==> config.mk <==
export PLATFORM = sky130hd
export DESIGN_NAME = bounded_event_log_with_cursor_core_flat
export DESIGN_NICKNAME = d
export VERILOG_FILES = /design/src/rtl/bel_pkg.sv /design/src/rtl/bel_in_if.sv /design/src/rtl/bel_out_if.sv /design/src/rtl/bel_mem.sv /design/src/rtl/bel_ctrl.sv /design/src/rtl/bel_outreg.sv /design/src/rtl/bounded_event_log_with_cursor_core.sv /design/src/flat_wrapper.sv
export VERILOG_INCLUDE_DIRS = /design/src /design/src/rtl
export SDC_FILE = /design/constraint.sdc
export NUM_CORES = 2
export LEC_CHECK = 0
export BUFFER_PORTS_ARGS = -buffer_cell sky130_fd_sc_hd__buf_2
export CAP_MARGIN = 20
export CORE_MARGIN = 4
export CORE_UTILIZATION = 33
export DETAILED_ROUTE_END_ITERATION = 12
export SLEW_MARGIN = 20
export SYNTH_ARGS = -nofsm -noshare
export SYNTH_HDL_FRONTEND = slang
export SYNTH_SLANG_ARGS = --single-unit
==> constraint.sdc <==
create_clock -name i_clk -period 8 [get_ports i_clk]
set_input_delay 0.8 -clock i_clk [delete_from_list [all_inputs] [get_ports i_clk]]
set_output_delay 0.8 -clock i_clk [all_outputs]
set_load 0.01 [all_outputs]
==> src/rtl/bounded_event_log_with_cursor_core_defines.svh <==
// assertion macros shared by the event log rtl
`ifndef BOUNDED_EVENT_LOG_WITH_CURSOR_CORE_DEFINES_SVH
`define BOUNDED_EVENT_LOG_WITH_CURSOR_CORE_DEFINES_SVH

`ifndef ASSERT_OFF
// checked outside reset
`define BEL_ASSERT(lbl, prop, msg) \
    lbl: assert property (@(posedge i_clk) disable iff (!i_rst_n) prop) else $error(msg);
// checked on every edge, reset included
`define BEL_ASSERT_RST(lbl, prop, msg) \
    lbl: assert property (@(posedge i_clk) prop) else $error(msg);
`else
`define BEL_ASSERT(lbl, prop, msg)
`define BEL_ASSERT_RST(lbl, prop, msg)
`endif

`endif

==> src/rtl/bel_pkg.sv <==
// types, codes and constants of the event log
package bel_pkg;

    localparam int BEL_LOG_DEPTH = 20;

    localparam int BEL_CFG_IDX_W  = 1;
    localparam int BEL_CFG_DATA_W = 12;

    localparam logic [11:0] BEL_HIGH_LIMIT_RST = 12'd2280;
    localparam logic [11:0] BEL_LOW_LIMIT_RST  = 12'd2120;

    typedef enum logic [BEL_CFG_IDX_W-1:0] {
        CFG_HIGH_LIMIT = 1'd0,
        CFG_LOW_LIMIT  = 1'd1
    } t_cfg_idx;

    typedef enum logic [2:0] {
        CMD_ADD      = 3'd0,
        CMD_NEXT     = 3'd1,
        CMD_PREV     = 3'd2,
        CMD_LIVE_ON  = 3'd3,
        CMD_LIVE_OFF = 3'd4,
        CMD_CLEAR    = 3'd5
    } t_cmd;

    typedef enum logic [2:0] {
        ST_ECHO     = 3'd0,
        ST_MOVED    = 3'd1,
        ST_NEWEST   = 3'd2,
        ST_OLDEST   = 3'd3,
        ST_LIVE_ON  = 3'd4,
        ST_PAUSED   = 3'd5,
        ST_CLEARED  = 3'd6
    } t_status;

    typedef enum logic [1:0] {
        ALERT_NORMAL = 2'd0,
        ALERT_HIGH   = 2'd1,
        ALERT_LOW    = 2'd2
    } t_alert;

    // where the result fields come from
    typedef enum logic [1:0] {
        SRC_DESC     = 2'd0,
        SRC_MEM_FULL = 2'd1,
        SRC_MEM_ID   = 2'd2
    } t_src;

    typedef struct packed {
        logic [31:0] id;
        logic [31:0] stamp;
        logic [8:0]  power;
        logic [11:0] voltage;
        logic [9:0]  frequency;
        t_alert      alert;
    } t_entry;

    typedef struct packed {
        logic    valid;
        t_status status;
        t_src    src;
        t_entry  entry;
    } t_desc;

    typedef struct packed {
        logic empty;
        logic cursor_valid;
    } t_log_flags;

endpackage

==> src/rtl/bel_in_if.sv <==
// command channel into the event log
interface bel_in_if;
    logic        valid;
    logic        ready;
    logic [2:0]  command;
    logic [8:0]  power_reading;
    logic [11:0] voltage_reading;
    logic [9:0]  frequency_reading;
    logic [31:0] event_time;

    modport source (
        output valid, command, power_reading, voltage_reading, frequency_reading, event_time,
        input  ready
    );
    modport sink (
        input  valid, command, power_reading, voltage_reading, frequency_reading, event_time,
        output ready
    );
endinterface

==> src/rtl/bel_out_if.sv <==
// result channel out of the event log
interface bel_out_if;
    logic        valid;
    logic        ready;
    logic [2:0]  status;
    logic [31:0] entry_id;
    logic [31:0] entry_time;
    logic [8:0]  entry_power;
    logic [11:0] entry_voltage;
    logic [9:0]  entry_frequency;
    logic [1:0]  entry_alert;

    modport source (
        output valid, status, entry_id, entry_time, entry_power, entry_voltage,
               entry_frequency, entry_alert,
        input  ready
    );
    modport sink (
        input  valid, status, entry_id, entry_time, entry_power, entry_voltage,
               entry_frequency, entry_alert,
        output ready
    );
endinterface

==> src/rtl/bel_mem.sv <==
// entry storage with registered read port
module bel_mem #(
    parameter int LOG_DEPTH = bel_pkg::BEL_LOG_DEPTH,
    parameter int SLOT_W    = 5
) (
    input  logic                 i_clk,
    input  logic                 i_wr_en,
    input  logic [SLOT_W-1:0]    i_wr_slot,
    input  bel_pkg::t_entry      i_wr_entry,
    input  logic                 i_rd_en,
    input  logic [SLOT_W-1:0]    i_rd_slot,
    output bel_pkg::t_entry      o_rd_entry
);
    import bel_pkg::*;

    t_entry r_mem [LOG_DEPTH];
    t_entry r_rd;

    // write port
    always_ff @(posedge i_clk) begin
        if (i_wr_en) begin
            r_mem[i_wr_slot] <= i_wr_entry;
        end
    end

    // read port, data registered
    always_ff @(posedge i_clk) begin
        if (i_rd_en) begin
            r_rd <= r_mem[i_rd_slot];
        end
    end

    assign o_rd_entry = r_rd;
endmodule

==> src/rtl/bel_ctrl.sv <==
// command decode, log pointers, cursor and limit registers
module bel_ctrl #(
    parameter int LOG_DEPTH = bel_pkg::BEL_LOG_DEPTH,
    parameter int SLOT_W    = 5,
    parameter int CNT_W     = 5
) (
    input  logic                              i_clk,
    input  logic                              i_rst_n,
    input  logic                              i_cfg_we,
    input  logic [bel_pkg::BEL_CFG_IDX_W-1:0] i_cfg_idx,
    input  logic [bel_pkg::BEL_CFG_DATA_W-1:0] i_cfg_data,
    bel_in_if.sink                            i_in,
    input  logic                              i_can_take,
    output logic                              o_wr_en,
    output logic [SLOT_W-1:0]                 o_wr_slot,
    output bel_pkg::t_entry                   o_wr_entry,
    output logic                              o_rd_en,
    output logic [SLOT_W-1:0]                 o_rd_slot,
    output bel_pkg::t_desc                    o_desc,
    output bel_pkg::t_log_flags               o_flags
);
    import bel_pkg::*;

    localparam logic [SLOT_W-1:0] LAST_SLOT = SLOT_W'(LOG_DEPTH - 1);
    localparam logic [SLOT_W+1:0] DEPTH_W2  = (SLOT_W+2)'(LOG_DEPTH);
    localparam logic [CNT_W-1:0]  DEPTH_CNT = CNT_W'(LOG_DEPTH);

    function automatic logic [SLOT_W-1:0] slot_inc(input logic [SLOT_W-1:0] s);
        return (s == LAST_SLOT) ? '0 : s + 1'b1;
    endfunction

    function automatic logic [SLOT_W-1:0] slot_dec(input logic [SLOT_W-1:0] s);
        return (s == '0) ? LAST_SLOT : s - 1'b1;
    endfunction

    logic [11:0]       r_high_limit;
    logic [11:0]       r_low_limit;
    logic [SLOT_W-1:0] r_oldest, n_oldest;
    logic [CNT_W-1:0]  r_count, n_count;
    logic [SLOT_W-1:0] r_cursor, n_cursor;
    logic              r_cur_valid, n_cur_valid;
    logic              r_live, n_live;
    logic [31:0]       r_next_id, n_next_id;
    t_desc             r_desc, n_desc;

    logic              w_accept;
    logic              w_full;
    logic [SLOT_W-1:0] w_old_e;
    logic [CNT_W-1:0]  w_cnt_e;
    logic [SLOT_W+1:0] w_sum;
    logic [SLOT_W-1:0] w_add_slot;
    t_alert            w_alert;
    t_entry            w_new_entry;
    logic [SLOT_W+1:0] w_pos_wide;
    logic [SLOT_W-1:0] w_pos;
    logic              w_can_next;
    logic              w_can_prev;
    t_entry            w_id_only;

    // pipeline moves when the result stage is free or being drained
    assign i_in.ready = !r_desc.valid || i_can_take;
    assign w_accept   = i_in.valid && i_in.ready;

    // slot arithmetic for an add, with eviction when full
    assign w_full     = (r_count == DEPTH_CNT);
    assign w_old_e    = w_full ? slot_inc(r_oldest) : r_oldest;
    assign w_cnt_e    = w_full ? r_count - 1'b1 : r_count;
    assign w_sum      = (SLOT_W+2)'(w_old_e) + (SLOT_W+2)'(w_cnt_e);
    assign w_add_slot = (w_sum >= DEPTH_W2) ? SLOT_W'(w_sum - DEPTH_W2) : SLOT_W'(w_sum);

    // alert class from the two limits
    always_comb begin
        if (i_in.voltage_reading > r_high_limit) begin
            w_alert = ALERT_HIGH;
        end else if (i_in.voltage_reading < r_low_limit) begin
            w_alert = ALERT_LOW;
        end else begin
            w_alert = ALERT_NORMAL;
        end
    end

    assign w_new_entry = '{id: r_next_id, stamp: i_in.event_time,
                           power: i_in.power_reading, voltage: i_in.voltage_reading,
                           frequency: i_in.frequency_reading, alert: w_alert};

    // cursor position counted from the oldest entry
    assign w_pos_wide = (r_cursor >= r_oldest)
                      ? (SLOT_W+2)'(r_cursor) - (SLOT_W+2)'(r_oldest)
                      : (SLOT_W+2)'(r_cursor) + DEPTH_W2 - (SLOT_W+2)'(r_oldest);
    assign w_pos      = SLOT_W'(w_pos_wide);
    assign w_can_next = r_cur_valid && ((CNT_W+1)'(w_pos) + 1'b1 < (CNT_W+1)'(r_count));
    assign w_can_prev = r_cur_valid && (w_pos != '0) && ((CNT_W+1)'(w_pos) < (CNT_W+1)'(r_count));

    assign w_id_only = '0;

    // command decode and next state
    always_comb begin
        n_oldest    = r_oldest;
        n_count     = r_count;
        n_cursor    = r_cursor;
        n_cur_valid = r_cur_valid;
        n_live      = r_live;
        n_next_id   = r_next_id;
        n_desc      = '0;
        o_wr_en     = 1'b0;
        o_rd_slot   = r_cursor;
        case (t_cmd'(i_in.command))
            CMD_ADD: begin
                o_wr_en   = w_accept;
                n_oldest  = w_old_e;
                n_count   = w_cnt_e + 1'b1;
                n_next_id = r_next_id + 32'd1;
                if (w_full && r_cur_valid && (r_cursor == r_oldest)) begin
                    if (r_count > CNT_W'(1)) begin
                        n_cursor = slot_inc(r_oldest);
                    end else begin
                        n_cur_valid = 1'b0;
                    end
                end
                if (w_cnt_e == '0) begin
                    n_cursor    = w_add_slot;
                    n_cur_valid = 1'b1;
                end
                n_desc.valid  = r_live;
                n_desc.status = ST_ECHO;
                n_desc.src    = SRC_DESC;
                n_desc.entry  = w_new_entry;
            end
            CMD_NEXT: begin
                n_desc.valid = 1'b1;
                if (w_can_next) begin
                    n_cursor      = slot_inc(r_cursor);
                    o_rd_slot     = slot_inc(r_cursor);
                    n_desc.status = ST_MOVED;
                    n_desc.src    = SRC_MEM_FULL;
                end else begin
                    n_desc.status = ST_NEWEST;
                    n_desc.src    = r_cur_valid ? SRC_MEM_ID : SRC_DESC;
                    n_desc.entry  = w_id_only;
                end
            end
            CMD_PREV: begin
                n_desc.valid = 1'b1;
                if (w_can_prev) begin
                    n_cursor      = slot_dec(r_cursor);
                    o_rd_slot     = slot_dec(r_cursor);
                    n_desc.status = ST_MOVED;
                    n_desc.src    = SRC_MEM_FULL;
                end else begin
                    n_desc.status = ST_OLDEST;
                    n_desc.src    = r_cur_valid ? SRC_MEM_ID : SRC_DESC;
                    n_desc.entry  = w_id_only;
                end
            end
            CMD_LIVE_ON: begin
                n_live        = 1'b1;
                n_desc.valid  = !r_live;
                n_desc.status = ST_LIVE_ON;
                n_desc.src    = SRC_DESC;
            end
            CMD_LIVE_OFF: begin
                n_live        = 1'b0;
                n_desc.valid  = r_live;
                n_desc.status = ST_PAUSED;
                n_desc.src    = SRC_DESC;
            end
            CMD_CLEAR: begin
                n_oldest      = '0;
                n_count       = '0;
                n_cursor      = '0;
                n_cur_valid   = 1'b0;
                n_next_id     = 32'd1;
                n_desc.valid  = 1'b1;
                n_desc.status = ST_CLEARED;
                n_desc.src    = SRC_DESC;
            end
            default: begin
                n_desc = '0;
            end
        endcase
    end

    assign o_wr_slot  = w_add_slot;
    assign o_wr_entry = w_new_entry;
    assign o_rd_en    = w_accept;

    // log state, updated on an accepted beat
    always_ff @(posedge i_clk) begin
        if (!i_rst_n) begin
            r_oldest    <= '0;
            r_count     <= '0;
            r_cursor    <= '0;
            r_cur_valid <= 1'b0;
            r_live      <= 1'b0;
            r_next_id   <= 32'd1;
        end else if (w_accept) begin
            r_oldest    <= n_oldest;
            r_count     <= n_count;
            r_cursor    <= n_cursor;
            r_cur_valid <= n_cur_valid;
            r_live      <= n_live;
            r_next_id   <= n_next_id;
        end
    end

    // result descriptor stage
    always_ff @(posedge i_clk) begin
        if (!i_rst_n) begin
            r_desc <= '0;
        end else if (i_in.ready) begin
            r_desc <= w_accept ? n_desc : '0;
        end
    end

    // limit registers
    always_ff @(posedge i_clk) begin
        if (!i_rst_n) begin
            r_high_limit <= BEL_HIGH_LIMIT_RST;
            r_low_limit  <= BEL_LOW_LIMIT_RST;
        end else if (i_cfg_we) begin
            case (t_cfg_idx'(i_cfg_idx))
                CFG_HIGH_LIMIT: r_high_limit <= i_cfg_data;
                CFG_LOW_LIMIT:  r_low_limit  <= i_cfg_data;
                default: begin
                    r_high_limit <= r_high_limit;
                end
            endcase
        end
    end

    assign o_desc  = r_desc;
    assign o_flags = '{empty: (r_count == '0), cursor_valid: r_cur_valid};
endmodule

==> src/rtl/bel_outreg.sv <==
// result assembly and output register
module bel_outreg (
    input  logic            i_clk,
    input  logic            i_rst_n,
    input  bel_pkg::t_desc  i_desc,
    input  bel_pkg::t_entry i_rd_entry,
    output logic            o_can_take,
    bel_out_if.source       o_out
);
    import bel_pkg::*;

    logic    r_valid;
    t_status r_status;
    t_entry  r_entry;
    t_entry  w_entry;
    logic    w_load;

    // pick the field source
    always_comb begin
        case (i_desc.src)
            SRC_MEM_FULL: w_entry = i_rd_entry;
            SRC_MEM_ID: begin
                w_entry    = '0;
                w_entry.id = i_rd_entry.id;
            end
            default: w_entry = i_desc.entry;
        endcase
    end

    assign o_can_take = !r_valid || o_out.ready;
    assign w_load     = i_desc.valid && o_can_take;

    // valid flag
    always_ff @(posedge i_clk) begin
        if (!i_rst_n) begin
            r_valid <= 1'b0;
        end else if (w_load) begin
            r_valid <= 1'b1;
        end else if (o_out.ready) begin
            r_valid <= 1'b0;
        end
    end

    // payload
    always_ff @(posedge i_clk) begin
        if (w_load) begin
            r_status <= i_desc.status;
            r_entry  <= w_entry;
        end
    end

    assign o_out.valid           = r_valid;
    assign o_out.status          = r_status;
    assign o_out.entry_id        = r_entry.id;
    assign o_out.entry_time      = r_entry.stamp;
    assign o_out.entry_power     = r_entry.power;
    assign o_out.entry_voltage   = r_entry.voltage;
    assign o_out.entry_frequency = r_entry.frequency;
    assign o_out.entry_alert     = r_entry.alert;
endmodule

==> src/rtl/bounded_event_log_with_cursor_core.sv <==
// top level of the bounded event log with navigation cursor
//
// Commands arrive on i_in (valid/ready, one beat per command) and results
// leave on o_out (valid/ready). Add stores an event, next and prev move the
// cursor, live on and live off switch the echo of added events, clear empties
// the log. Limits are written through i_cfg_we/i_cfg_idx/i_cfg_data while idle.
// A command's descriptor and its entry read are registered at the edge that
// takes its command beat; the output register then loads them once it is free.
// Throughput: one command per cycle while o_out is not stalled, set by the
// single read port of the entry store, which serves one cursor move per beat.
// Commands without a result (quiet add, repeated live on or off, unused codes)
// leave nothing on o_out.
// Reset: log empty, cursor invalid, live echo paused, ids restart at 1,
// limits back to 228.0 V and 212.0 V. Entry storage is not cleared.
// Stall: when o_out.ready stays low, the output register and the descriptor
// stage fill up, then i_in.ready drops until the receiver takes a beat.
`include "bounded_event_log_with_cursor_core_defines.svh"

module bounded_event_log_with_cursor_core #(
    parameter int LOG_DEPTH = bel_pkg::BEL_LOG_DEPTH
) (
    input  logic                               i_clk,
    input  logic                               i_rst_n,
    input  logic                               i_cfg_we,
    input  logic [bel_pkg::BEL_CFG_IDX_W-1:0]  i_cfg_idx,
    input  logic [bel_pkg::BEL_CFG_DATA_W-1:0] i_cfg_data,
    bel_in_if.sink                             i_in,
    bel_out_if.source                          o_out
);
    import bel_pkg::*;

    localparam int SLOT_W = (LOG_DEPTH > 1) ? $clog2(LOG_DEPTH) : 1;
    localparam int CNT_W  = $clog2(LOG_DEPTH + 1);

    logic              w_wr_en;
    logic [SLOT_W-1:0] w_wr_slot;
    t_entry            w_wr_entry;
    logic              w_rd_en;
    logic [SLOT_W-1:0] w_rd_slot;
    t_entry            w_rd_entry;
    t_desc             w_desc;
    t_log_flags        w_flags;
    logic              w_can_take;

    bel_ctrl #(
        .LOG_DEPTH (LOG_DEPTH),
        .SLOT_W    (SLOT_W),
        .CNT_W     (CNT_W)
    ) u_ctrl (
        .i_clk      (i_clk),
        .i_rst_n    (i_rst_n),
        .i_cfg_we   (i_cfg_we),
        .i_cfg_idx  (i_cfg_idx),
        .i_cfg_data (i_cfg_data),
        .i_in       (i_in),
        .i_can_take (w_can_take),
        .o_wr_en    (w_wr_en),
        .o_wr_slot  (w_wr_slot),
        .o_wr_entry (w_wr_entry),
        .o_rd_en    (w_rd_en),
        .o_rd_slot  (w_rd_slot),
        .o_desc     (w_desc),
        .o_flags    (w_flags)
    );

    bel_mem #(
        .LOG_DEPTH (LOG_DEPTH),
        .SLOT_W    (SLOT_W)
    ) u_mem (
        .i_clk      (i_clk),
        .i_wr_en    (w_wr_en),
        .i_wr_slot  (w_wr_slot),
        .i_wr_entry (w_wr_entry),
        .i_rd_en    (w_rd_en),
        .i_rd_slot  (w_rd_slot),
        .o_rd_entry (w_rd_entry)
    );

    bel_outreg u_outreg (
        .i_clk      (i_clk),
        .i_rst_n    (i_rst_n),
        .i_desc     (w_desc),
        .i_rd_entry (w_rd_entry),
        .o_can_take (w_can_take),
        .o_out      (o_out)
    );

    // checks
    `BEL_ASSERT_RST(a_out_idle_after_rst, !i_rst_n |=> !o_out.valid, "result valid after reset")
    `BEL_ASSERT(a_clear_gives_result, (i_in.valid && i_in.ready && i_in.command == CMD_CLEAR) |=> w_desc.valid, "clear without result")
    `BEL_ASSERT(a_cursor_tracks_fill, w_flags.cursor_valid == !w_flags.empty, "cursor validity disagrees with fill")
    `BEL_ASSERT(a_out_from_desc, $rose(o_out.valid) |-> $past(w_desc.valid), "result without descriptor")
endmodule
==> src/flat_wrapper.sv <==
// flat-port wrapper written by rule: the top's interface ports become plain ports
module bounded_event_log_with_cursor_core_flat import bel_pkg::*;
#(
    parameter int LOG_DEPTH = bel_pkg::BEL_LOG_DEPTH
)
  (i_clk, i_rst_n, i_cfg_we, i_cfg_idx, i_cfg_data, i_in_valid, i_in_command, i_in_power_reading, i_in_voltage_reading, i_in_frequency_reading, i_in_event_time, i_in_ready, o_out_valid, o_out_status, o_out_entry_id, o_out_entry_time, o_out_entry_power, o_out_entry_voltage, o_out_entry_frequency, o_out_entry_alert, o_out_ready);
  bel_in_if i_in_i ();
  bel_out_if o_out_i ();
  input  logic i_clk;
  input  logic i_rst_n;
  input  logic i_cfg_we;
  input  logic [bel_pkg::BEL_CFG_IDX_W-1:0] i_cfg_idx;
  input  logic [bel_pkg::BEL_CFG_DATA_W-1:0] i_cfg_data;
  input wire logic [$bits(i_in_i.valid)-1:0] i_in_valid;
  input wire logic [$bits(i_in_i.command)-1:0] i_in_command;
  input wire logic [$bits(i_in_i.power_reading)-1:0] i_in_power_reading;
  input wire logic [$bits(i_in_i.voltage_reading)-1:0] i_in_voltage_reading;
  input wire logic [$bits(i_in_i.frequency_reading)-1:0] i_in_frequency_reading;
  input wire logic [$bits(i_in_i.event_time)-1:0] i_in_event_time;
  output wire logic [$bits(i_in_i.ready)-1:0] i_in_ready;
  output wire logic [$bits(o_out_i.valid)-1:0] o_out_valid;
  output wire logic [$bits(o_out_i.status)-1:0] o_out_status;
  output wire logic [$bits(o_out_i.entry_id)-1:0] o_out_entry_id;
  output wire logic [$bits(o_out_i.entry_time)-1:0] o_out_entry_time;
  output wire logic [$bits(o_out_i.entry_power)-1:0] o_out_entry_power;
  output wire logic [$bits(o_out_i.entry_voltage)-1:0] o_out_entry_voltage;
  output wire logic [$bits(o_out_i.entry_frequency)-1:0] o_out_entry_frequency;
  output wire logic [$bits(o_out_i.entry_alert)-1:0] o_out_entry_alert;
  input wire logic [$bits(o_out_i.ready)-1:0] o_out_ready;
  assign i_in_i.valid = i_in_valid;
  assign i_in_i.command = i_in_command;
  assign i_in_i.power_reading = i_in_power_reading;
  assign i_in_i.voltage_reading = i_in_voltage_reading;
  assign i_in_i.frequency_reading = i_in_frequency_reading;
  assign i_in_i.event_time = i_in_event_time;
  assign i_in_ready = i_in_i.ready;
  assign o_out_valid = o_out_i.valid;
  assign o_out_status = o_out_i.status;
  assign o_out_entry_id = o_out_i.entry_id;
  assign o_out_entry_time = o_out_i.entry_time;
  assign o_out_entry_power = o_out_i.entry_power;
  assign o_out_entry_voltage = o_out_i.entry_voltage;
  assign o_out_entry_frequency = o_out_i.entry_frequency;
  assign o_out_entry_alert = o_out_i.entry_alert;
  assign o_out_i.ready = o_out_ready;
  bounded_event_log_with_cursor_core #(.LOG_DEPTH(LOG_DEPTH)) u_core (.i_clk(i_clk), .i_rst_n(i_rst_n), .i_cfg_we(i_cfg_we), .i_cfg_idx(i_cfg_idx), .i_cfg_data(i_cfg_data), .i_in(i_in_i), .o_out(o_out_i));
endmodule
==> metrics <==
die width roughly 530 µm; post-CTS sizing 0; core area 0.274 mm²; Final Routed Wirelength 258 mm; clock slew at reported path FFs 60 ps; Switching Fraction 22.1%; share of power burned in registers 51.6%; clock share of power a little over two fifths; Max Clock Skew 39.1 ps; CTS tree done; die height roughly 530 µm; Synth area leaders edfxtp_1 (71%), mux2i_1 (7.4%), dfxtp_1 (3.9%); dpl hpwl 130 mm; library cells used by synthesis 64; vias in the first global route 52,300; setup_tns 0 ps; Placed Cells incl. Taps ~9,400; Final ANT Viol Nets 0; Critical Path RT 8580 ps; Max Cap Viol 0; Leak Pwr 34.8 nW; total power 25.9 mW; Core Util, Final 38.1%; Switch Pwr 5.74 mW; initial antenna violation count 29; Final Max Slew Viols 0; full die area 0.283 mm²; clock root buffer clkbuf_16; slew at the pin closest to its max-slew limit about 1200 ps; Power Internal 20.2 mW; first-pass GRT wire length 369 mm; Synth Cell Area 0.0907 mm²; vias per cell 5.46; setup violators final 0; Congestion Overflow GR 0; Tot GR Track Use 17.5%; CP Capture Type flip-flop; Worst Setup Start Kind flip-flop; share of the synthesized area in the top cell type 70.7%; RSZ-0062 raised after global routing no; clk sink count 2,314; Final Non-Filler Cells 9,813; arrival time at the worst endpoint just over 7000 ps; Clock Latency Late Sink 860 ps; Synth-to-Final Area Change 14.9%; Max IR drop VDD roughly 0.24 mV; share of layout cells above drive strength 1 between 10% and 20%; CTS H-tree lvls 4; nets 6,157; Num CTS Buffers between 200 and 250; Rel. slew slack a little over a fifth; Post-CTS Setup Inserts 0; total number of vias 53,620; Gate power share 6.2%; largest area contributor in the netlist edfxtp_1; run status completed; number of I/O port buffers ~190; Final Hold Viols 0; Initial Util 33.2%; gpl congestion 0.817; num rows 192; hold_buf cts 0; Synth Register Bits between 2,000 and 2,500; WL/cell 26.2 µm; syn_nets about 6,000; fmax 152 MHz; WHS between 150 and 200 ps; CTS Buffer Depth 3; fin crit period 6560 ps; synth warn 0; number of flops mapped to enable cells by yosys 2,137; power per cell area approximately 250 mW/mm²; Max FO, Critical Path 74; Synth Flop Type edfxtp_1; Syn Area/Cell 15.5 µm²; drt drc 0; FFs w/ async S/R, synth 0%; I/O pin count 186; largest net degree at the start of global routing 140; drt initial violations 5,455; Gate Count Post-Synth 5,862; Detailed Routing Iterations Pass 1 6; Hold WC Path Type in2reg; Seq/Total Area, Yosys 74.6%; Setup CP Type reg2reg; Final Cycle Share 82.0%
-- cell usage after synthesis (all sizes together), types with 9 or more instances --
cell type / instances
edfxtp: 2137
mux2i: 675
nand2: 470
a22oi: 395
a21oi: 345
o22ai: 293
clkbuf: 232
nor3: 206
dfxtp: 177
buf: 153
nor2: 133
a211oi: 102
nor2b: 71
o21ai: 71
a22o: 61
inv: 58
ha: 56
xor2: 29
nand3: 25
a21o: 19
xnor2: 17
nand4: 15
and3: 12
nand2b: 12
or3: 11
o211ai: 9
-- worst max-delay path: stages, from the launching register on --
cell and delay [ps]:
dfxtp_1 550, inv_1 120, ha_1 390, inv_1 100
fa_1 390, xor2_1 160, a211oi_1 60, or3_1 520
inv_2 170, nand3_1 110, xnor2_1 170, ha_1 210
nor3_1 180, o21ai_0 200, and2_1 240, a21oi_1 320
a22o_1 290, or3b_4 650, buf_12 460, mux2i_1 260
o22ai_1 100, a211oi_1 340, nor3_1 120
-- kinds of logic (layout without fill, tap and decap cells) --
family | count (synthesis) | in the layout | synth area share, %
DFF | 2314 | 2314 | 74.6
AOI/OAI and AO/OA | 1338 | 1338 | 9.66
adders and majority gates | 61 | 61 | 0.883
buffers and inverters | 445 | 795 | 2.08
and+or+nand+nor | 982 | 982 | 4.83
other | 0 | 12 | 0
xor gates and xnor gates | 46 | 46 | 0.444
muxes | 676 | 676 | 7.46
-- cell type report --
class | instances | area [µm²]
timing repair buffer | 303 | 2630
clock inverter | 127 | 1330
fill | 25047 | 169000
clock buffer | 305 | 6380
tap | 3589 | 4490
sequential | 2314 | 67700
antenna | 12 | 30.0
inverter | 60 | 230
multi-input combinational | 3103 | 21400
-- worst paths after layout --
path / from / to / slack (ps) / depth (start not counted)
worst max-delay path: u_core.u_ctrl.r_oldest[2]$_SDFFE_PN0P_ / u_core.u_mem.o_rd_entry[33]$_DFFE_PP_ / 1440 / 22
worst min-delay path: i_cfg_data[4] / u_core.u_ctrl.r_low_limit[4]$_SDFFE_PN0P_ / 190 / 3
worst min register to register: u_core.u_ctrl.o_desc[99]$_SDFFE_PN0N_ / u_core.u_outreg.o_out.status[0]$_DFFE_PP_ / 450 / 0
worst max register to register: u_core.u_ctrl.r_oldest[2]$_SDFFE_PN0P_ / u_core.u_mem.o_rd_entry[33]$_DFFE_PP_ / 1440 / 22
-- flip-flops by register name, summed over array words and instances, names as in the netlist --
register,count
u_core.u_ctrl.r_high_limit,12
u_core.u_ctrl.r_cur_valid,1
u_core.u_outreg.o_out.entry_id,32
u_core.u_ctrl.o_desc,103
u_core.u_mem.r_mem,1940
u_core.u_outreg.o_out.entry_time,32
u_core.u_outreg.o_out.status,3
u_core.u_ctrl.r_live,1
u_core.u_ctrl.r_low_limit,12
u_core.u_mem.o_rd_entry,97
u_core.u_outreg.o_out.entry_alert,2
u_core.u_ctrl.r_count,5
u_core.u_outreg.o_out.entry_power,9
u_core.u_ctrl.r_cursor,5
u_core.u_outreg.o_out.entry_frequency,10
u_core.u_ctrl.r_next_id,32
u_core.u_outreg.o_out.entry_voltage,12
u_core.u_outreg.o_out.valid,1
u_core.u_ctrl.r_oldest,5
-- cell usage in the layout, fill, tap and decap left out, types with 19 or more instances in the layout --
cell / instances
a211oi_1: 101
a21o_1: 19
a21oi_1: 343
a22o_1: 61
a22oi_1: 395
buf_12: 65
buf_2: 184
buf_4: 54
bufinv_16: 25
clkbuf_1: 47
clkbuf_16: 236
clkbuf_8: 22
clkinv_1: 37
clkinv_2: 47
dfxtp_1: 177
edfxtp_1: 2137
ha_1: 54
inv_1: 55
mux2i_1: 675
nand2_1: 468
nand3_1: 23
nor2_1: 109
nor2_4: 22
nor2b_1: 68
nor3_1: 206
o21ai_0: 69
o22ai_1: 293
xor2_1: 29
-- power by group through the flow --
stage                     clock network [mW]  registers (mW)  logic [mW]
final                                   11.0            13.4        1.59
after global routing                    11.7            13.4        1.70
after CTS                               11.1            13.4        1.58
after detailed placement                   0            13.6        1.58
after global placement                     0            13.6        1.55
after floorplan                            0            13.6       0.954
-- per-stage QoR --
step / cell area, µm² / setup slack (ps)
2_1_floorplan: 90700 / -70.3
3_3_place_gp: 96400 / 1690
3_5_place_dp: 96500 / 1680
4_1_cts: 104000 / 1560
5_1_grt: 104000 / 1050
6_report: 104000 / 1440
-- layer usage --
metal	global-route usage, %	routed length [µm]	vias to the layer above
li1	-	-	23282
met3	3.23	19900	505
met4	5.75	8440	10
met2	29.2	123000	2327
met1	23.1	106000	27496
met5	0	75	-
Note: power is estimated with default switching activity, not from simulation.
